==> src/hdl/bfsp_pkg.sv <==
// Shared constants, types and controller/datapath command and status structs.
package bfsp_pkg;

    localparam int VALUE_WIDTH = 32;
    localparam int BYTE_W      = 8;
    localparam int LEN_W       = 6;
    localparam int BITS_W      = 4;
    localparam int PCNT_W      = 3;
    localparam int SUM_W       = LEN_W + 1;
    localparam int NBYTES_MAX  = VALUE_WIDTH / BYTE_W;
    localparam int CHUNK_W     = (NBYTES_MAX > 1) ? $clog2(NBYTES_MAX) : 1;
    localparam int NB_W        = $clog2(NBYTES_MAX + 1);
    localparam int RES_W       = $clog2(NBYTES_MAX + 2);

    localparam logic MODE_INT = 1'b0;
    localparam logic MODE_RAW = 1'b1;

    typedef enum logic [3:0] {
        S_IDLE  = 4'b0001,
        S_ERR   = 4'b0010,
        S_PUSH  = 4'b0100,
        S_FLUSH = 4'b1000
    } t_state;

    typedef struct packed {
        logic load;
        logic push;
        logic emit_err;
        logic emit_flush;
    } t_cmd;

    typedef struct packed {
        logic in_bad;
        logic in_nochunk;
        logic chunk_last;
        logic flush_pend;
        logic flush_req;
        logic out_free;
    } t_status;

endpackage

==> src/hdl/bfsp_if.sv <==
// Valid/ready channel interfaces for field input and byte output.
interface bfsp_in_if;
    import bfsp_pkg::*;

    logic                   valid;
    logic                   ready;
    logic                   mode;
    logic [VALUE_WIDTH-1:0] field_value;
    logic [LEN_W-1:0]       bit_length;
    logic                   flush;

    modport source (output valid, mode, field_value, bit_length, flush, input ready);
    modport sink   (input valid, mode, field_value, bit_length, flush, output ready);
endinterface

interface bfsp_out_if;
    import bfsp_pkg::*;

    logic              valid;
    logic              ready;
    logic [BYTE_W-1:0] out_byte;
    logic [BITS_W-1:0] out_bits;
    logic              error;
    logic              last;

    modport source (output valid, out_byte, out_bits, error, last, input ready);
    modport sink   (input valid, out_byte, out_bits, error, last, output ready);
endinterface

==> src/hdl/bfsp_ctrl.sv <==
// Sequencing state machine: accept, error report, per-byte push, flush.
module bfsp_ctrl (
    input  logic              i_clk,
    input  logic              i_rst_n,
    input  logic              i_in_valid,
    input  bfsp_pkg::t_status i_status,
    output bfsp_pkg::t_cmd    o_cmd,
    output logic              o_in_ready
);
    import bfsp_pkg::*;

    t_state r_state;
    t_state n_state;

    always_ff @(posedge i_clk) begin
        if (!i_rst_n) begin
            r_state <= S_IDLE;
        end else begin
            r_state <= n_state;
        end
    end

    always_comb begin
        n_state    = r_state;
        o_cmd      = '0;
        o_in_ready = 1'b0;
        case (r_state)
            S_IDLE: begin
                o_in_ready = 1'b1;
                if (i_in_valid) begin
                    o_cmd.load = 1'b1;
                    if (i_status.in_bad) begin
                        n_state = S_ERR;
                    end else if (i_status.in_nochunk) begin
                        n_state = S_FLUSH;
                    end else begin
                        n_state = S_PUSH;
                    end
                end
            end
            S_ERR: begin
                if (i_status.out_free) begin
                    o_cmd.emit_err = 1'b1;
                    n_state        = S_IDLE;
                end
            end
            S_PUSH: begin
                // stall while the output register is held by the receiver
                if (i_status.out_free) begin
                    o_cmd.push = 1'b1;
                    if (i_status.chunk_last) begin
                        n_state = i_status.flush_pend ? S_FLUSH : S_IDLE;
                    end
                end
            end
            S_FLUSH: begin
                if (!i_status.flush_req) begin
                    n_state = S_IDLE;
                end else if (i_status.out_free) begin
                    o_cmd.emit_flush = 1'b1;
                    n_state          = S_IDLE;
                end
            end
            default: begin
                n_state = S_IDLE;
            end
        endcase
    end

endmodule

==> src/hdl/bfsp_dp.sv <==
// Datapath: field capture, range check, bit packer, result counter, output register.
module bfsp_dp (
    input  logic                             i_clk,
    input  logic                             i_rst_n,
    input  bfsp_pkg::t_cmd                   i_cmd,
    output bfsp_pkg::t_status                o_status,
    input  logic                             i_cfg_we,
    input  logic                             i_cfg_wdata,
    input  logic                             i_mode,
    input  logic [bfsp_pkg::VALUE_WIDTH-1:0] i_field_value,
    input  logic [bfsp_pkg::LEN_W-1:0]       i_bit_length,
    input  logic                             i_flush,
    input  logic                             i_out_ready,
    output logic                             o_out_valid,
    output logic [bfsp_pkg::BYTE_W-1:0]      o_out_byte,
    output logic [bfsp_pkg::BITS_W-1:0]      o_out_bits,
    output logic                             o_error,
    output logic                             o_last
);
    import bfsp_pkg::*;

    // config and captured transaction
    logic                   r_le;
    logic [VALUE_WIDTH-1:0] r_val;
    logic [NB_W-1:0]        r_nbytes;
    logic [BITS_W-1:0]      r_top;
    logic                   r_flush;
    logic [RES_W-1:0]       r_total;
    logic [RES_W-1:0]       r_rcnt;
    logic [CHUNK_W-1:0]     r_chunk;
    // packer state
    logic [BYTE_W-1:0]      r_pb;
    logic [PCNT_W-1:0]      r_pc;
    // output register
    logic                   r_ovalid;
    logic [BYTE_W-1:0]      r_obyte;
    logic [BITS_W-1:0]      r_obits;
    logic                   r_oerr;
    logic                   r_olast;

    // input side
    logic [LEN_W-1:0]       l_eff;
    logic [SUM_W-1:0]       in_sum;
    logic [SUM_W-1:0]       len_rnd;
    logic [NB_W-1:0]        in_nbytes;
    logic [BITS_W-1:0]      in_top;
    logic [RES_W-1:0]       in_total;
    logic                   in_bad;
    // push side
    logic [NB_W-1:0]        nb_m1;
    logic [CHUNK_W-1:0]     idx;
    logic [BYTE_W-1:0]      sel_byte;
    logic [BITS_W-1:0]      k;
    logic [BYTE_W:0]        mask9;
    logic [BITS_W-1:0]      shamt;
    logic [BITS_W-1:0]      take;
    logic [BYTE_W-1:0]      aligned;
    logic [BYTE_W-1:0]      merged;
    logic [2*BYTE_W-1:0]    rem_w;
    logic [BITS_W-1:0]      psum;
    logic                   full;
    logic                   out_free;
    logic                   is_last;

    always_comb begin
        in_bad = (i_mode == MODE_INT) &&
                 ((i_bit_length == '0) ||
                  (i_bit_length > LEN_W'(VALUE_WIDTH)) ||
                  ((i_field_value >> i_bit_length) != '0));
        if (i_mode == MODE_RAW) begin
            l_eff = (i_bit_length > LEN_W'(BYTE_W)) ? LEN_W'(BYTE_W) : i_bit_length;
        end else begin
            l_eff = i_bit_length;
        end
        len_rnd = SUM_W'(i_bit_length) + SUM_W'(BYTE_W - 1);
        if (i_mode == MODE_RAW) begin
            in_nbytes = NB_W'(l_eff != '0);
            in_top    = l_eff[BITS_W-1:0];
        end else begin
            in_nbytes = NB_W'(len_rnd >> 3);
            in_top    = (i_bit_length[2:0] == 3'd0) ? BITS_W'(BYTE_W)
                                                    : {1'b0, i_bit_length[2:0]};
        end
        in_sum   = SUM_W'(r_pc) + SUM_W'(l_eff);
        in_total = RES_W'(in_sum >> 3) + RES_W'(i_flush && (in_sum[2:0] != 3'd0));
    end

    always_comb begin
        nb_m1    = r_nbytes - NB_W'(1);
        idx      = r_le ? r_chunk : (nb_m1[CHUNK_W-1:0] - r_chunk);
        sel_byte = r_val[{idx, 3'b000} +: BYTE_W];
        k        = ({{(NB_W-CHUNK_W){1'b0}}, idx} == nb_m1) ? r_top : BITS_W'(BYTE_W);
        mask9    = ((BYTE_W+1)'(1) << k) - (BYTE_W+1)'(1);
        shamt    = BITS_W'(BYTE_W) - k;
        aligned  = BYTE_W'((sel_byte & mask9[BYTE_W-1:0]) << shamt[2:0]);
        merged   = r_pb | (aligned >> r_pc);
        psum     = BITS_W'(r_pc) + k;
        full     = psum[3];
        take     = BITS_W'(BYTE_W) - BITS_W'(r_pc);
        rem_w    = (2*BYTE_W)'(aligned) << take;
        out_free = !r_ovalid || i_out_ready;
        is_last  = (r_rcnt == (r_total - RES_W'(1)));
    end

    always_comb begin
        o_status            = '0;
        o_status.in_bad     = in_bad;
        o_status.in_nochunk = (i_mode == MODE_RAW) && (l_eff == '0);
        o_status.chunk_last = ({{(NB_W-CHUNK_W){1'b0}}, r_chunk} == nb_m1);
        o_status.flush_pend = r_flush;
        o_status.flush_req  = r_flush && (r_pc != '0);
        o_status.out_free   = out_free;
    end

    // control state
    always_ff @(posedge i_clk) begin
        if (!i_rst_n) begin
            r_le     <= 1'b0;
            r_pb     <= '0;
            r_pc     <= '0;
            r_ovalid <= 1'b0;
            r_chunk  <= '0;
            r_rcnt   <= '0;
        end else begin
            if (i_cfg_we) begin
                r_le <= i_cfg_wdata;
            end
            if (i_cmd.load) begin
                r_chunk <= '0;
                r_rcnt  <= '0;
            end
            if (i_cmd.push) begin
                r_chunk <= r_chunk + CHUNK_W'(1);
                r_pc    <= psum[2:0];
                if (full) begin
                    r_pb   <= rem_w[BYTE_W-1:0];
                    r_rcnt <= r_rcnt + RES_W'(1);
                end else begin
                    r_pb <= merged;
                end
            end
            if (i_cmd.emit_flush) begin
                r_pb   <= '0;
                r_pc   <= '0;
                r_rcnt <= r_rcnt + RES_W'(1);
            end
            if ((i_cmd.push && full) || i_cmd.emit_flush || i_cmd.emit_err) begin
                r_ovalid <= 1'b1;
            end else if (i_out_ready) begin
                r_ovalid <= 1'b0;
            end
        end
    end

    // payload
    always_ff @(posedge i_clk) begin
        if (i_cmd.load) begin
            r_val    <= i_field_value;
            r_nbytes <= in_nbytes;
            r_top    <= in_top;
            r_flush  <= i_flush;
            r_total  <= in_total;
        end
        if (i_cmd.push && full) begin
            r_obyte <= merged;
            r_obits <= BITS_W'(BYTE_W);
            r_oerr  <= 1'b0;
            r_olast <= is_last;
        end else if (i_cmd.emit_flush) begin
            r_obyte <= r_pb;
            r_obits <= BITS_W'(r_pc);
            r_oerr  <= 1'b0;
            r_olast <= is_last;
        end else if (i_cmd.emit_err) begin
            r_obyte <= '0;
            r_obits <= '0;
            r_oerr  <= 1'b1;
            r_olast <= 1'b1;
        end
    end

    assign o_out_valid = r_ovalid;
    assign o_out_byte  = r_obyte;
    assign o_out_bits  = r_obits;
    assign o_error     = r_oerr;
    assign o_last      = r_olast;

endmodule

==> src/hdl/bit_field_stream_packer.sv <==
// Top level of the MSB-first bit field stream packer.
//
// Usage:
//   i_in  (sink)  : one transaction per field: mode, field_value, bit_length, flush.
//   o_out (source): one transaction per packed byte: out_byte (left aligned),
//                   out_bits, error, last (set on the final result of a field).
//   i_cfg_we / i_cfg_wdata : little_endian byte order bit, write only while idle.
// Sequence:
//   A field is accepted in the idle state, then the packer pushes one byte chunk
//   per cycle while the output register is free (1..4 for an integer, 0 or 1 for
//   raw), then, for a flush request, emits any pending partial byte.
//   A byte result is registered and shows in the cycle after the push that
//   completes it, so the first one follows the first push, later when the first
//   chunk does not fill a byte.
//   A range error gives one result, from the error state.
// Stall: results go through a single output register; the push loop waits
//   whenever that register is full and not being taken, so nothing is dropped.
// Reset: synchronous active-low i_rst_n clears the pending partial byte, the
//   byte order register (big endian) and the output valid.
module bit_field_stream_packer (
    input  logic        i_clk,
    input  logic        i_rst_n,
    input  logic        i_cfg_we,
    input  logic        i_cfg_wdata,
    bfsp_in_if.sink     i_in,
    bfsp_out_if.source  o_out
);
    import bfsp_pkg::*;

    t_cmd    cmd;
    t_status status;
    logic    in_ready;

    bfsp_ctrl u_ctrl (
        .i_clk      (i_clk),
        .i_rst_n    (i_rst_n),
        .i_in_valid (i_in.valid),
        .i_status   (status),
        .o_cmd      (cmd),
        .o_in_ready (in_ready)
    );

    bfsp_dp u_dp (
        .i_clk         (i_clk),
        .i_rst_n       (i_rst_n),
        .i_cmd         (cmd),
        .o_status      (status),
        .i_cfg_we      (i_cfg_we),
        .i_cfg_wdata   (i_cfg_wdata),
        .i_mode        (i_in.mode),
        .i_field_value (i_in.field_value),
        .i_bit_length  (i_in.bit_length),
        .i_flush       (i_in.flush),
        .i_out_ready   (o_out.ready),
        .o_out_valid   (o_out.valid),
        .o_out_byte    (o_out.out_byte),
        .o_out_bits    (o_out.out_bits),
        .o_error       (o_out.error),
        .o_last        (o_out.last)
    );

    // input transaction is taken only in the idle state
    assign i_in.ready = in_ready;

endmodule

==> src/flat_wrapper.sv <==
// flat-port wrapper written by rule: the top's interface ports become plain ports
module bit_field_stream_packer_flat import bfsp_pkg::*;
  (i_clk, i_rst_n, i_cfg_we, i_cfg_wdata, i_in_valid, i_in_mode, i_in_field_value, i_in_bit_length, i_in_flush, i_in_ready, o_out_valid, o_out_out_byte, o_out_out_bits, o_out_error, o_out_last, o_out_ready);
  bfsp_in_if i_in_i ();
  bfsp_out_if o_out_i ();
  input  logic i_clk;
  input  logic i_rst_n;
  input  logic i_cfg_we;
  input  logic i_cfg_wdata;
  input wire logic [$bits(i_in_i.valid)-1:0] i_in_valid;
  input wire logic [$bits(i_in_i.mode)-1:0] i_in_mode;
  input wire logic [$bits(i_in_i.field_value)-1:0] i_in_field_value;
  input wire logic [$bits(i_in_i.bit_length)-1:0] i_in_bit_length;
  input wire logic [$bits(i_in_i.flush)-1:0] i_in_flush;
  output wire logic [$bits(i_in_i.ready)-1:0] i_in_ready;
  output wire logic [$bits(o_out_i.valid)-1:0] o_out_valid;
  output wire logic [$bits(o_out_i.out_byte)-1:0] o_out_out_byte;
  output wire logic [$bits(o_out_i.out_bits)-1:0] o_out_out_bits;
  output wire logic [$bits(o_out_i.error)-1:0] o_out_error;
  output wire logic [$bits(o_out_i.last)-1:0] o_out_last;
  input wire logic [$bits(o_out_i.ready)-1:0] o_out_ready;
  assign i_in_i.valid = i_in_valid;
  assign i_in_i.mode = i_in_mode;
  assign i_in_i.field_value = i_in_field_value;
  assign i_in_i.bit_length = i_in_bit_length;
  assign i_in_i.flush = i_in_flush;
  assign i_in_ready = i_in_i.ready;
  assign o_out_valid = o_out_i.valid;
  assign o_out_out_byte = o_out_i.out_byte;
  assign o_out_out_bits = o_out_i.out_bits;
  assign o_out_error = o_out_i.error;
  assign o_out_last = o_out_i.last;
  assign o_out_i.ready = o_out_ready;
  bit_field_stream_packer u_core (.i_clk(i_clk), .i_rst_n(i_rst_n), .i_cfg_we(i_cfg_we), .i_cfg_wdata(i_cfg_wdata), .i_in(i_in_i), .o_out(o_out_i));
endmodule
==> config.mk <==
export PLATFORM = sky130hd
export DESIGN_NAME = bit_field_stream_packer_flat
export DESIGN_NICKNAME = d
export VERILOG_FILES = /design/src/hdl/bfsp_pkg.sv /design/src/hdl/bfsp_if.sv /design/src/hdl/bfsp_ctrl.sv /design/src/hdl/bfsp_dp.sv /design/src/hdl/bit_field_stream_packer.sv /design/src/flat_wrapper.sv
export SDC_FILE = /design/constraint.sdc
export NUM_CORES = 1
export LEC_CHECK = 0
export ABC_AREA = 1
export BUFFER_PORTS_ARGS = -buffer_cell sky130_fd_sc_hd__buf_2
export CORE_MARGIN = 2
export CORE_UTILIZATION = 55
export DETAILED_ROUTE_END_ITERATION = 8
export PLACE_DENSITY = 0.75
export SLEW_MARGIN = 20
export SYNTH_ARGS = -nofsm -noshare
export SYNTH_HDL_FRONTEND = slang
export SYNTH_HIERARCHICAL = 1
export SYNTH_SLANG_ARGS = --single-unit
==> constraint.sdc <==
create_clock -name i_clk -period 4.2 [get_ports i_clk]
set_input_delay 0.21 -clock i_clk [delete_from_list [all_inputs] [get_ports i_clk]]
set_output_delay 0.21 -clock i_clk [all_outputs]
set_load 0.1 [all_outputs]
==> results.sh, run 1 <==
export IMPL_critPathRequiredTime_ps=4480
export IMPL_period_minus_slack_ps=3940
export IMPL_pwr_density_cell_nw_per_um2=442
export IMPL_fin_nets=970
export IMPL_layout_drive_gt1_share=0.165
export IMPL_die_y_um=107
export IMPL_syn_inst=845
export IMPL_fin_crit_sh=0.939
export IMPL_finClkSkew_ps=19.9
export IMPL_clock_latency_ps=360
export IMPL_yosys_warnings=6
export IMPL_syn_to_final_growth_pct=12.6
export IMPL_max_slew_worst_pin_slew_ps=675
export IMPL_status="completed"
export IMPL_crit_path_start_kind="flop"
export IMPL_tritoncts="yes"
export IMPL_tns_ps=0
export IMPL_grt_first_pass_wirelength_um=24800
export IMPL_drcViolationCount=0
export IMPL_multi_input_area_um2=3260
export IMPL_path_clk_slew_ps=80
export IMPL_cp_max_fo=10
export IMPL_rsz0062_at_grt="false"
export IMPL_yosys_most_used_dff="edfxtp_1"
export IMPL_hold_viol=0
export IMPL_maxSlewViolCount=0
export IMPL_cap_violations=0
export IMPL_critPathArrivalTime_ps=4230
export IMPL_ff_latch_area_um2=2100
export IMPL_critPathKind="reg2reg"
export IMPL_num_io_pins=62
export IMPL_setup_viol=0
export IMPL_yosysSeqAreaShare=0.358
export IMPL_core_um2=10400
export IMPL_nFillCells=945
export IMPL_cts_buffer_depth=2
export IMPL_drtAntennaViolNets=0
export IMPL_dpl_worst_slack_ps=133
export IMPL_p_leak_nw=3.17
export IMPL_num_rows=37
export IMPL_cts_made_buffers=9
export IMPL_synth_edf_count=52
export IMPL_chipWidth_um=107
export IMPL_netlist_area_um2=5880
export IMPL_globalplace_congestion=0.982
export IMPL_slew_headroom=0.548
export IMPL_routed_wl_um=15100
export IMPL_hpwl_um=11600
export IMPL_wire_per_inst_um=14.5
export IMPL_io_buffers=61
export IMPL_clkSinkCount=79
export IMPL_holdBufCountCts=0
export IMPL_viasPerCell=5.62
export IMPL_synth_async_reset_ratio=0
export IMPL_grt_start_max_net_pins=45
export IMPL_grt_ovfl_total=0
export IMPL_crit_start="u_core/u_dp/r_nbytes[0]"
export IMPL_start_util=0.567
export IMPL_max_freq_mhz=254
export IMPL_postSynthAreaPerCell_um2=6.96
export IMPL_min_path_type="in2reg"
export IMPL_hp_start="i_in_flush"
export IMPL_grt_pass1_vias=5337
export IMPL_dieArea_um2=11500
export IMPL_ys_types=52
export IMPL_fin_ws_ps=257
export IMPL_grt_usage=0.270
export IMPL_ys_seq_elements=79
export IMPL_antenna_diode_count=0
export IMPL_num_vias=5857
export IMPL_peakVddDrop_uv=314
export IMPL_cts_root_buffer="clkbuf_8"
export IMPL_firstDrtPassIters=5
export IMPL_syn_num_nets=913
export IMPL_first_iter_violations=458
export IMPL_h_tree_depth=3
export IMPL_r2r_setup_slack_ps=260
export IMPL_antenna_found_initial=0
export IMPL_worstReg2RegStart="u_core/u_dp/r_nbytes[0]"
export IMPL_endpoint_kind="flop"
==> worst paths after layout <==
path                                to  cells past startpoint
max                u_core/u_dp/r_pb[3]                     27
min                u_core/u_dp/r_flush                      1
max reg2reg        u_core/u_dp/r_pb[3]                     27
min reg2reg  u_core/u_dp/o_out_bits[0]                      2
==> registers in the layout (all words and copies together) (netlist names) <==
name,cells
u_core/u_ctrl/r_state,4
u_core/u_dp/o_error,1
u_core/u_dp/o_last,1
u_core/u_dp/o_out_bits,4
u_core/u_dp/o_out_byte,8
u_core/u_dp/o_out_valid,1
u_core/u_dp/r_chunk,2
u_core/u_dp/r_flush,1
u_core/u_dp/r_le,1
u_core/u_dp/r_nbytes,3
u_core/u_dp/r_pb,8
u_core/u_dp/r_pc,3
u_core/u_dp/r_rcnt,3
u_core/u_dp/r_top,4
u_core/u_dp/r_total,3
u_core/u_dp/r_val,32
==> repair_timing <==
action | in CTS | in global routing
buffers inserted | 0 | 3
gates resized for setup | 0 | 16
setup endpoints to repair | 0 | 29
endpoints found under the hold margin | 0 | 0
==> cell families (layout without fill, tap and decap cells) <==
group                    Yosys count  count (layout)  share of synthesized area
AND/OR/NAND/NOR                  438             438                      0.327
buffers and inverters            152             214                      0.101
AO/OA/AOI/OAI                    142             142                      0.145
flip-flops                        79              79                      0.358
adder cells (fa/ha/maj)           22              22                     0.0494
XOR/XNOR                          10              10                     0.0162
multiplexers                       2               2                    0.00341
==> synthesized netlist by cell type (2+ instances only) <==
master | n | share of area
a21boi_1 | 2 | 0.0026
clkinv_1 | 3 | 0.0019
mux2i_1 | 2 | 0.0034
nand3_2 | 3 | 0.0051
nor3_1 | 4 | 0.0034
buf_1 | 3 | 0.0019
o41ai_1 | 2 | 0.0030
nor2_4 | 2 | 0.0038
o21ai_2 | 2 | 0.0030
buf_4 | 3 | 0.0038
o22ai_1 | 2 | 0.0021
inv_2 | 10 | 0.0064
ha_1 | 20 | 0.043
o211ai_1 | 9 | 0.011
xor2_1 | 6 | 0.0089
a21oi_1 | 36 | 0.031
a32oi_1 | 3 | 0.0045
nand3_1 | 87 | 0.074
nand2_1 | 210 | 0.13
fa_1 | 2 | 0.0068
clkbuf_1 | 22 | 0.014
dfxtp_1 | 27 | 0.092
nand2_2 | 10 | 0.011
o31ai_1 | 7 | 0.0089
nand4_1 | 22 | 0.023
edfxtp_1 | 52 | 0.27
a22oi_1 | 5 | 0.0064
o21ai_0 | 48 | 0.041
buf_2 | 5 | 0.0043
o21ai_1 | 6 | 0.0051
or2_2 | 5 | 0.0053
xnor2_1 | 3 | 0.0045
nor2_1 | 86 | 0.055
a31oi_1 | 8 | 0.0085
inv_1 | 105 | 0.067
o2111ai_1 | 4 | 0.0060
nor2_2 | 4 | 0.0043
==> area by class of cell <==
class | count | share of cell area
repair buffers | 80 | 0.0677
inverters | 118 | 0.0669
clock inverters | 7 | 0.0108
well taps | 136 | 0.0257
clock buffers | 9 | 0.0187
multi-input cells | 614 | 0.493
flip-flops and latches | 79 | 0.318
==> worst max-delay path, stage by stage (launching register included) <==
cell and delay [ps]:
edfxtp_1 450, inv_2 130, ha_4 220, inv_1 90, nand2_1 110, nand2_1 110, nand2_1 60, nand3_1 100
nand3_1 130, nand2_4 100, nand2_2 70, inv_2 90, nand2_4 100, inv_2 110, ha_1 140, nand2_1 50
inv_1 100, nand2_1 110, ha_4 250, inv_1 60, nand3_2 100, o211ai_1 340, nand4_1 200, nand2_1 130
o21ai_1 80, o21ai_1 220, inv_1 60, a21oi_1 140
==> placed cells by master (no fill, tap or decap), types with 4 or more instances in the layout <==
cell | Yosys | layout
nand3_2 | 3 | 6
inv_2 | 10 | 11
dfxtp_1 | 27 | 27
edfxtp_1 | 52 | 52
buf_2 | 5 | 61
clkbuf_8 | 0 | 9
nand4_1 | 22 | 22
o21ai_1 | 6 | 7
nand2_1 | 210 | 208
o21ai_0 | 48 | 47
nand3_1 | 87 | 84
o31ai_1 | 7 | 7
buf_4 | 3 | 19
nor3_1 | 4 | 4
inv_1 | 105 | 104
a22oi_1 | 5 | 4
o211ai_1 | 9 | 9
ha_1 | 20 | 18
nor2_1 | 86 | 84
or2_2 | 5 | 5
a31oi_1 | 8 | 8
nand2_2 | 10 | 11
nor2_2 | 4 | 5
xor2_1 | 6 | 6
a21oi_1 | 36 | 36
==> through the flow <==
stage / hold WS (ps) / instances / total power, mW / instance area [um2] / utilization
after CTS: 30.3 / 1040 / 2.88 / 6520 / 0.629
final: 44.7 / 1043 / 2.93 / 6620 / 0.638
after global placement: 404 / 1024 / 2.30 / 6330 / 0.610
after global routing: 31.9 / 1043 / 3.13 / 6620 / 0.638
after detailed placement: 406 / 1024 / 2.32 / 6330 / 0.610
after floorplan: 308 / 845 / 2.02 / 5880 / -
==> per-layer routing <==
layer  vias up  global-route usage  part of all wire
li1       2936                   -                 -
met1      2678               0.371              0.45
met2       217               0.420              0.46
met3        26              0.0593             0.069
met4         0              0.0962             0.020
met5         -                   0                 0
==> power by group <==
group	switching (mW)	internal [mW]	leakage (nW)
clock network	0.284	0.275	0.103
registers	0.0456	0.946	0.708
logic	0.959	0.415	2.36
total	1.29	1.64	3.17
Power figures use the tool's default switching activity.
==> run 2: changes to the inputs <==
- PLACE_DENSITY: 0.75 -> 0.78
==> run 2 against run 1 <==
Count of clock-buffer cells in the layout rose by 3. Final cell count shrank 0.48%. Cell area rose by 0.26%. Total power rose by 3.2%. Non-clock buffer count is 5 lower. Highest routed layer unchanged. Critical path depth decreased by 2. Critical path type unchanged.
==> results.sh, run 2 (synthesis gave the netlist of run 1 again) <==
export IMPL_top_register="u_core/u_dp/r_val"
export IMPL_critPathKind="reg2reg"
export IMPL_firstDrtPassIters=5
export IMPL_crit_path_start_kind="flop"
export IMPL_reg2regPathDepth=25
export IMPL_met1_length_um=6700
export IMPL_drcViolationCount=0
export IMPL_fin_crit_sh=0.908
export IMPL_antenna_found_initial=0
export IMPL_r2r_end="u_core/u_dp/r_pb[3]"
export IMPL_dr_wl_met2_um=6640
export IMPL_p_leak_nw=3.15
export IMPL_syn_to_final_growth_pct=12.9
export IMPL_finClkSkew_ps=13.3
export IMPL_clock_latency_ps=360
export IMPL_final_common_cell="nand2_1"
export IMPL_die_y_um=107
export IMPL_grt_start_max_net_pins=44
export IMPL_viasPerCell=5.46
export IMPL_critPathRequiredTime_ps=4490
export IMPL_globalplace_congestion=0.965
export IMPL_slew_headroom=0.537
export IMPL_min_path_type="in2reg"
export IMPL_worstReg2RegStart="u_core/u_dp/r_nbytes[0]"
export IMPL_wire_per_inst_um=14.0
export IMPL_highest_layer="met4"
export IMPL_critPathArrivalTime_ps=4110
export IMPL_grt_usage=0.261
export IMPL_slowest_stage="edfxtp_1"
export IMPL_pwr_density_cell_nw_per_um2=455
export IMPL_cts_buffer_depth=2
export IMPL_max_freq_mhz=262
export IMPL_fin_util=0.640
export IMPL_num_io_pins=62
export IMPL_rsz0062_at_grt="false"
export IMPL_tns_ps=0
export IMPL_r2r_setup_slack_ps=390
export IMPL_antenna_diode_count=0
export IMPL_crit_start="u_core/u_dp/r_nbytes[0]"
export IMPL_core_um2=10400
export IMPL_crit_end="u_core/u_dp/r_pb[3]"
export IMPL_setup_viol=0
export IMPL_grt_first_pass_wirelength_um=23900
export IMPL_hold_viol=0
export IMPL_largest_reg_flops=32
export IMPL_tritoncts="yes"
export IMPL_period_minus_slack_ps=3810
export IMPL_endpoint_kind="flop"
export IMPL_cap_violations=0
export IMPL_wl_met3_um=1030
export IMPL_h_tree_depth=3
export IMPL_path_clk_slew_ps=90
export IMPL_maxSlewViolCount=0
export IMPL_io_buffers=61
export IMPL_drtAntennaViolNets=0
export IMPL_dieArea_um2=11500
export IMPL_num_rows=37
export IMPL_grt_pass1_vias=5089
export IMPL_peakVddDrop_uv=245
export IMPL_layout_common_cells="208 x nand2_1, 102 x inv_1, 86 x nand3_1"
export IMPL_layout_drive_gt1_share=0.156
export IMPL_whs_ps=51.3
export IMPL_fin_nets=965
export IMPL_slowest_delay_ps=440
export IMPL_first_iter_violations=561
export IMPL_cp_max_fo=15
export IMPL_cts_root_buffer="clkbuf_8"
export IMPL_routed_wl_um=14600
export IMPL_max_slew_worst_pin_slew_ps=691
export IMPL_status="completed"
export IMPL_chipWidth_um=107
export IMPL_grt_ovfl_total=0
export IMPL_cts_made_buffers=9
export IMPL_hpwl_um=10900
export IMPL_start_util=0.567
export IMPL_num_vias=5667
export IMPL_clkSinkCount=79
-- run 2: cell types whose count changed in the layout (fill, tap and decap cells not counted), moves of 2 or more --
cell	previous run	this run
buf_4	19	14
clkinv_2	3	0
clkinv_4	2	0
clkinvlp_4	0	2
inv_1	104	102
nand3_1	84	86
nand3_2	6	4
o2111ai_2	2	0
o2111ai_4	0	2
-- run 2: worst min path at each step --
stage                              from                      end  depth (start not counted)
floorplan                       i_rst_n  u_core/u_dp/o_out_valid                          2
detailed placement  i_in_field_value[3]     u_core/u_dp/r_val[3]                          1
global placement             i_in_flush      u_core/u_dp/r_flush                          1
global route                 i_in_flush      u_core/u_dp/r_flush                          1
CTS                          i_in_flush      u_core/u_dp/r_flush                          1
finish              i_in_field_value[3]     u_core/u_dp/r_val[3]                          1
-- run 2: metal layers --
layer	GRT usage	vias up
li1	-	2923
met1	0.374	2533
met2	0.415	197
met3	0.0333	14
met4	0.0769	0
met5	0	-
-- run 2: what timing repair did --
| item | 4_1_cts | 5_1_grt |
|---|---|---|
| setup buffers | 0 | 2 |
| endpoints found under the setup margin | 0 | 29 |
| gates resized for setup | 0 | 19 |
| hold buffers | 0 | 0 |
-- run 2: metrics by stage --
| step | power, mW | setup WS (ps) | instances | area [um2] |
|---|---|---|---|---|
| after floorplan | 2.02 | 429 | 845 | 5880 |
| after global placement | 2.29 | 257 | 1020 | 6300 |
| after detailed placement | 2.30 | 145 | 1020 | 6300 |
| after CTS | 2.97 | 140 | 1036 | 6540 |
| after global routing | 3.22 | 27.1 | 1038 | 6640 |
| final | 3.02 | 386 | 1038 | 6640 |
-- run 2: final cells by class --
class | instances | area (um2)
Inverter | 118 | 450
Sequential cell | 79 | 2100
Tap cell | 136 | 170
Multi-Input combinational cell | 614 | 3260
Clock inverter | 4 | 75.1
Clock buffer | 12 | 166
Timing Repair Buffer | 75 | 410
Fill cell | 923 | 3730
-- run 2: worst max-delay path: cells and delay by family, from the launching register on --
| kind | cells | cell delay [ps] |
|---|---|---|
| adders and majority gates | 3 | 690 |
| DFF | 1 | 440 |
| and+or+nand+nor | 9 | 950 |
| AOI/OAI and AO/OA | 7 | 1080 |
| buffers and inverters | 6 | 580 |
-- run 2: power by group --
group	internal (mW)	switching [mW]	leakage, nW	total [mW]
logic	0.404	0.952	2.33	1.36
registers	0.946	0.0448	0.708	0.991
clock network	0.387	0.284	0.114	0.671
total	1.74	1.28	3.15	3.02
==> run 3: changes to the inputs <==
- ABC_AREA: 1 -> unset
- SETUP_SLACK_MARGIN: unset -> 0.05
==> run 3 against run 2 <==
The flow now finishes with violations (negative setup slack). Fmax down 10%. Register-to-register slack worse by 430 ps. Clock skew up 3.0 ps. Flip-flop and latch count unchanged. Largest power group unchanged. Highest routed layer unchanged. Core utilization up 3.0 points. Final cell count down 18%. Largest cell class unchanged.
==> results.sh, run 3 <==
export IMPL_firstDrtPassIters=6
export IMPL_start_util=0.570
export IMPL_setup_viol=3
export IMPL_synth_compound_area_frac=0.230
export IMPL_syn_to_final_growth_pct=17.6
export IMPL_tritoncts="yes"
export IMPL_rsz0062_at_grt="true"
export IMPL_p_leak_nw=2.73
export IMPL_synth_edf_count=52
export IMPL_pwr_density_cell_nw_per_um2=354
export IMPL_hold_viol=0
export IMPL_grt_pass1_vias=5131
export IMPL_r2r_setup_slack_ps=-50
export IMPL_wire_per_inst_um=18.3
export IMPL_finClkSkew_ps=16.3
export IMPL_grt_ovfl_total=0
export IMPL_top_register="u_core/u_dp/r_val"
export IMPL_crit_buf_inv=2
export IMPL_syn_num_nets=689
export IMPL_synth_xor_area_frac=0.0326
export IMPL_total_power_mw=2.46
export IMPL_dieArea_um2=11600
export IMPL_antenna_found_initial=0
export IMPL_yosys_area_share_simple=0.213
export IMPL_clock_latency_ps=360
export IMPL_cp_max_fo=6
export IMPL_period_minus_slack_ps=4250
export IMPL_hpwl_um=11500
export IMPL_cts_made_buffers=9
export IMPL_synth_top_family_by_area="compound AO/OA/AOI/OAI gates"
export IMPL_globalplace_congestion=0.927
export IMPL_cts_root_buffer="clkbuf_8"
export IMPL_grt_first_pass_wirelength_um=25300
export IMPL_synthAdderAreaFrac=0.0491
export IMPL_critPathKind="reg2reg"
export IMPL_chipWidth_um=108
export IMPL_critPathArrivalTime_ps=4540
export IMPL_yosys_area_top_type="edfxtp_1"
export IMPL_fin_ws_ps=-46.3
export IMPL_violations="negative setup slack"
export IMPL_final_common_cell="buf_2"
export IMPL_whs_ps=39.9
export IMPL_die_y_um=108
export IMPL_cap_violations=0
export IMPL_largest_reg_flops=32
export IMPL_synth_most_common_cell="nor2_1"
export IMPL_viasPerCell=6.30
export IMPL_grt_start_max_net_pins=49
export IMPL_fin_crit_sh=1.01
export IMPL_slowest_stage="or4b_4"
export IMPL_max_freq_mhz=236
export IMPL_holdBufCountCts=0
export IMPL_slowest_delay_ps=500
export IMPL_slew_headroom=0.302
export IMPL_num_rows=37
export IMPL_io_buffers=61
export IMPL_routed_wl_um=15500
export IMPL_num_io_pins=62
export IMPL_critPathTopFamily="compound AO/OA/AOI/OAI gates"
export IMPL_yosys_mux_area_fraction=0.0544
export IMPL_core_um2=10400
export IMPL_endpoint_kind="flop"
export IMPL_netlist_area_um2=5910
export IMPL_tns_ps=-110
export IMPL_maxSlewViolCount=0
export IMPL_ys_seq_elements=79
export IMPL_crit_path_start_kind="flop"
export IMPL_layout_drive_gt1_share=0.297
export IMPL_clkSinkCount=79
export IMPL_synth_top_cells_by_area="edfxtp_1 26%, dfxtp_1 9.1%, ha_1 4.2%, nor2_1 3.8%, a21oi_1 3.7%"
export IMPL_h_tree_depth=3
export IMPL_num_vias=5332
export IMPL_drtAntennaViolNets=0
export IMPL_yosysTopAreaCellShare=0.264
export IMPL_grt_usage=0.277
export IMPL_path_clk_slew_ps=80
export IMPL_critPathRequiredTime_ps=4490
export IMPL_cpMostUsedCell="ha_4"
export IMPL_ys_types=99
export IMPL_layout_common_cells="61 x buf_2, 60 x nor2_1, 52 x edfxtp_1"
export IMPL_postSynthAreaPerCell_um2=9.52
export IMPL_status="complete, but fails checks"
export IMPL_yosysSeqAreaShare=0.355
export IMPL_fin_nets=774
export IMPL_yosys_warnings=6
export IMPL_synth_top_cells_by_count="60 x nor2_1, 52 x edfxtp_1, 44 x a21oi_1, 37 x nand2_1, 32 x inv_1"
export IMPL_syn_inst=621
export IMPL_min_path_type="in2reg"
export IMPL_max_slew_worst_pin_slew_ps=1050
export IMPL_antenna_diode_count=0
export IMPL_cts_buffer_depth=2
export IMPL_yosys_most_used_dff="edfxtp_1"
export IMPL_synth_async_reset_ratio=0
export IMPL_peakVddDrop_uv=197
export IMPL_cp_cell_sequence="ha_4 -> or2_4 -> and3_4 -> o221ai_4 -> nor2_8 -> clkinv_4 -> ha_4 -> and2_4 -> nand2_4 -> ha_4 -> buf_6 -> nand3_2 -> o21a_1 -> nor3_2 -> or4b_4 -> o2bb2ai_4 -> a221oi_4 -> o22ai_2 -> a211oi_2 -> a31oi_1 -> o22ai_1"
export IMPL_first_iter_violations=462
export IMPL_drcViolationCount=0
[run 3: cell types whose count changed in the layout (fill, tap and decap cells not counted), sizes merged, moves of 21 or more]
cell,previous run,this run
nand2,221,37
inv,115,35
nand3,90,16
buf,75,106
nor2,92,62
o21ai,56,29
nand4,22,1
[run 3: layer usage]
layer	up-vias	wire, um	track usage
met5	-	0	0
met4	0	359	0.0998
met3	40	1130	0.0448
met2	263	7580	0.444
met1	2529	6470	0.380
li1	2500	-	-
[run 3: cells by family after synthesis]
logic type      count (synthesis)
compound gates                182
buf+inv                        69
xor+xnor                       22
mux                            21
simple gates                  226
flops                          79
fa+ha+maj                      22
[run 3: timing repair]
item / in CTS / in global routing
setup buffers: 5 / 8
pin swaps: 8 / 15
gates resized for setup: 15 / 18
endpoints found under the setup margin: 15 / 16
[run 3: report_power, final]
part	internal, mW	switching (mW)
registers	0.890	0.0325
logic	0.379	0.588
clock network	0.307	0.265
[run 3: cell type report]
type / count / area [um2]
clock buffers: 13 / 159
clock inverters: 3 / 41.3
fillers: 807 / 3420
inverters: 37 / 144
multi-input cells: 473 / 3680
flip-flops and latches: 79 / 2100
well taps: 136 / 170
repair buffers: 106 / 651
[run 3: path summary, 6_finish.rpt]
kind | from | end | depth (start not counted)
worst max register to register | u_core/u_dp/r_nbytes[0] | u_core/u_dp/r_pb[4] | 21
worst min-delay path | i_in_field_value[0] | u_core/u_dp/r_val[0] | 1
worst min register to register | u_core/u_dp/o_error | u_core/u_dp/o_error | 2
worst max-delay path | u_core/u_dp/r_nbytes[0] | u_core/u_dp/r_pb[4] | 21
[run 3: stage by stage]
step                utilization  area, um2  std cells  setup slack, ps
floorplan                     -       6020        621            -21.9
global placement          0.626       6490        818            -1.81
detailed placement        0.626       6490        818             -201
CTS                       0.656       6810        839             12.2
global route              0.670       6950        847             -210
finish                    0.670       6950        847            -46.3
[run 3: worst register-to-register path, delay by kind of cell, from the launching register on]
| family | cells | cell delay (ps) |
|---|---|---|
| compound gates | 8 | 1720 |
| fa+ha+maj | 3 | 490 |
| buf+inv | 2 | 190 |
| flops | 1 | 470 |
| simple gates | 8 | 1310 |
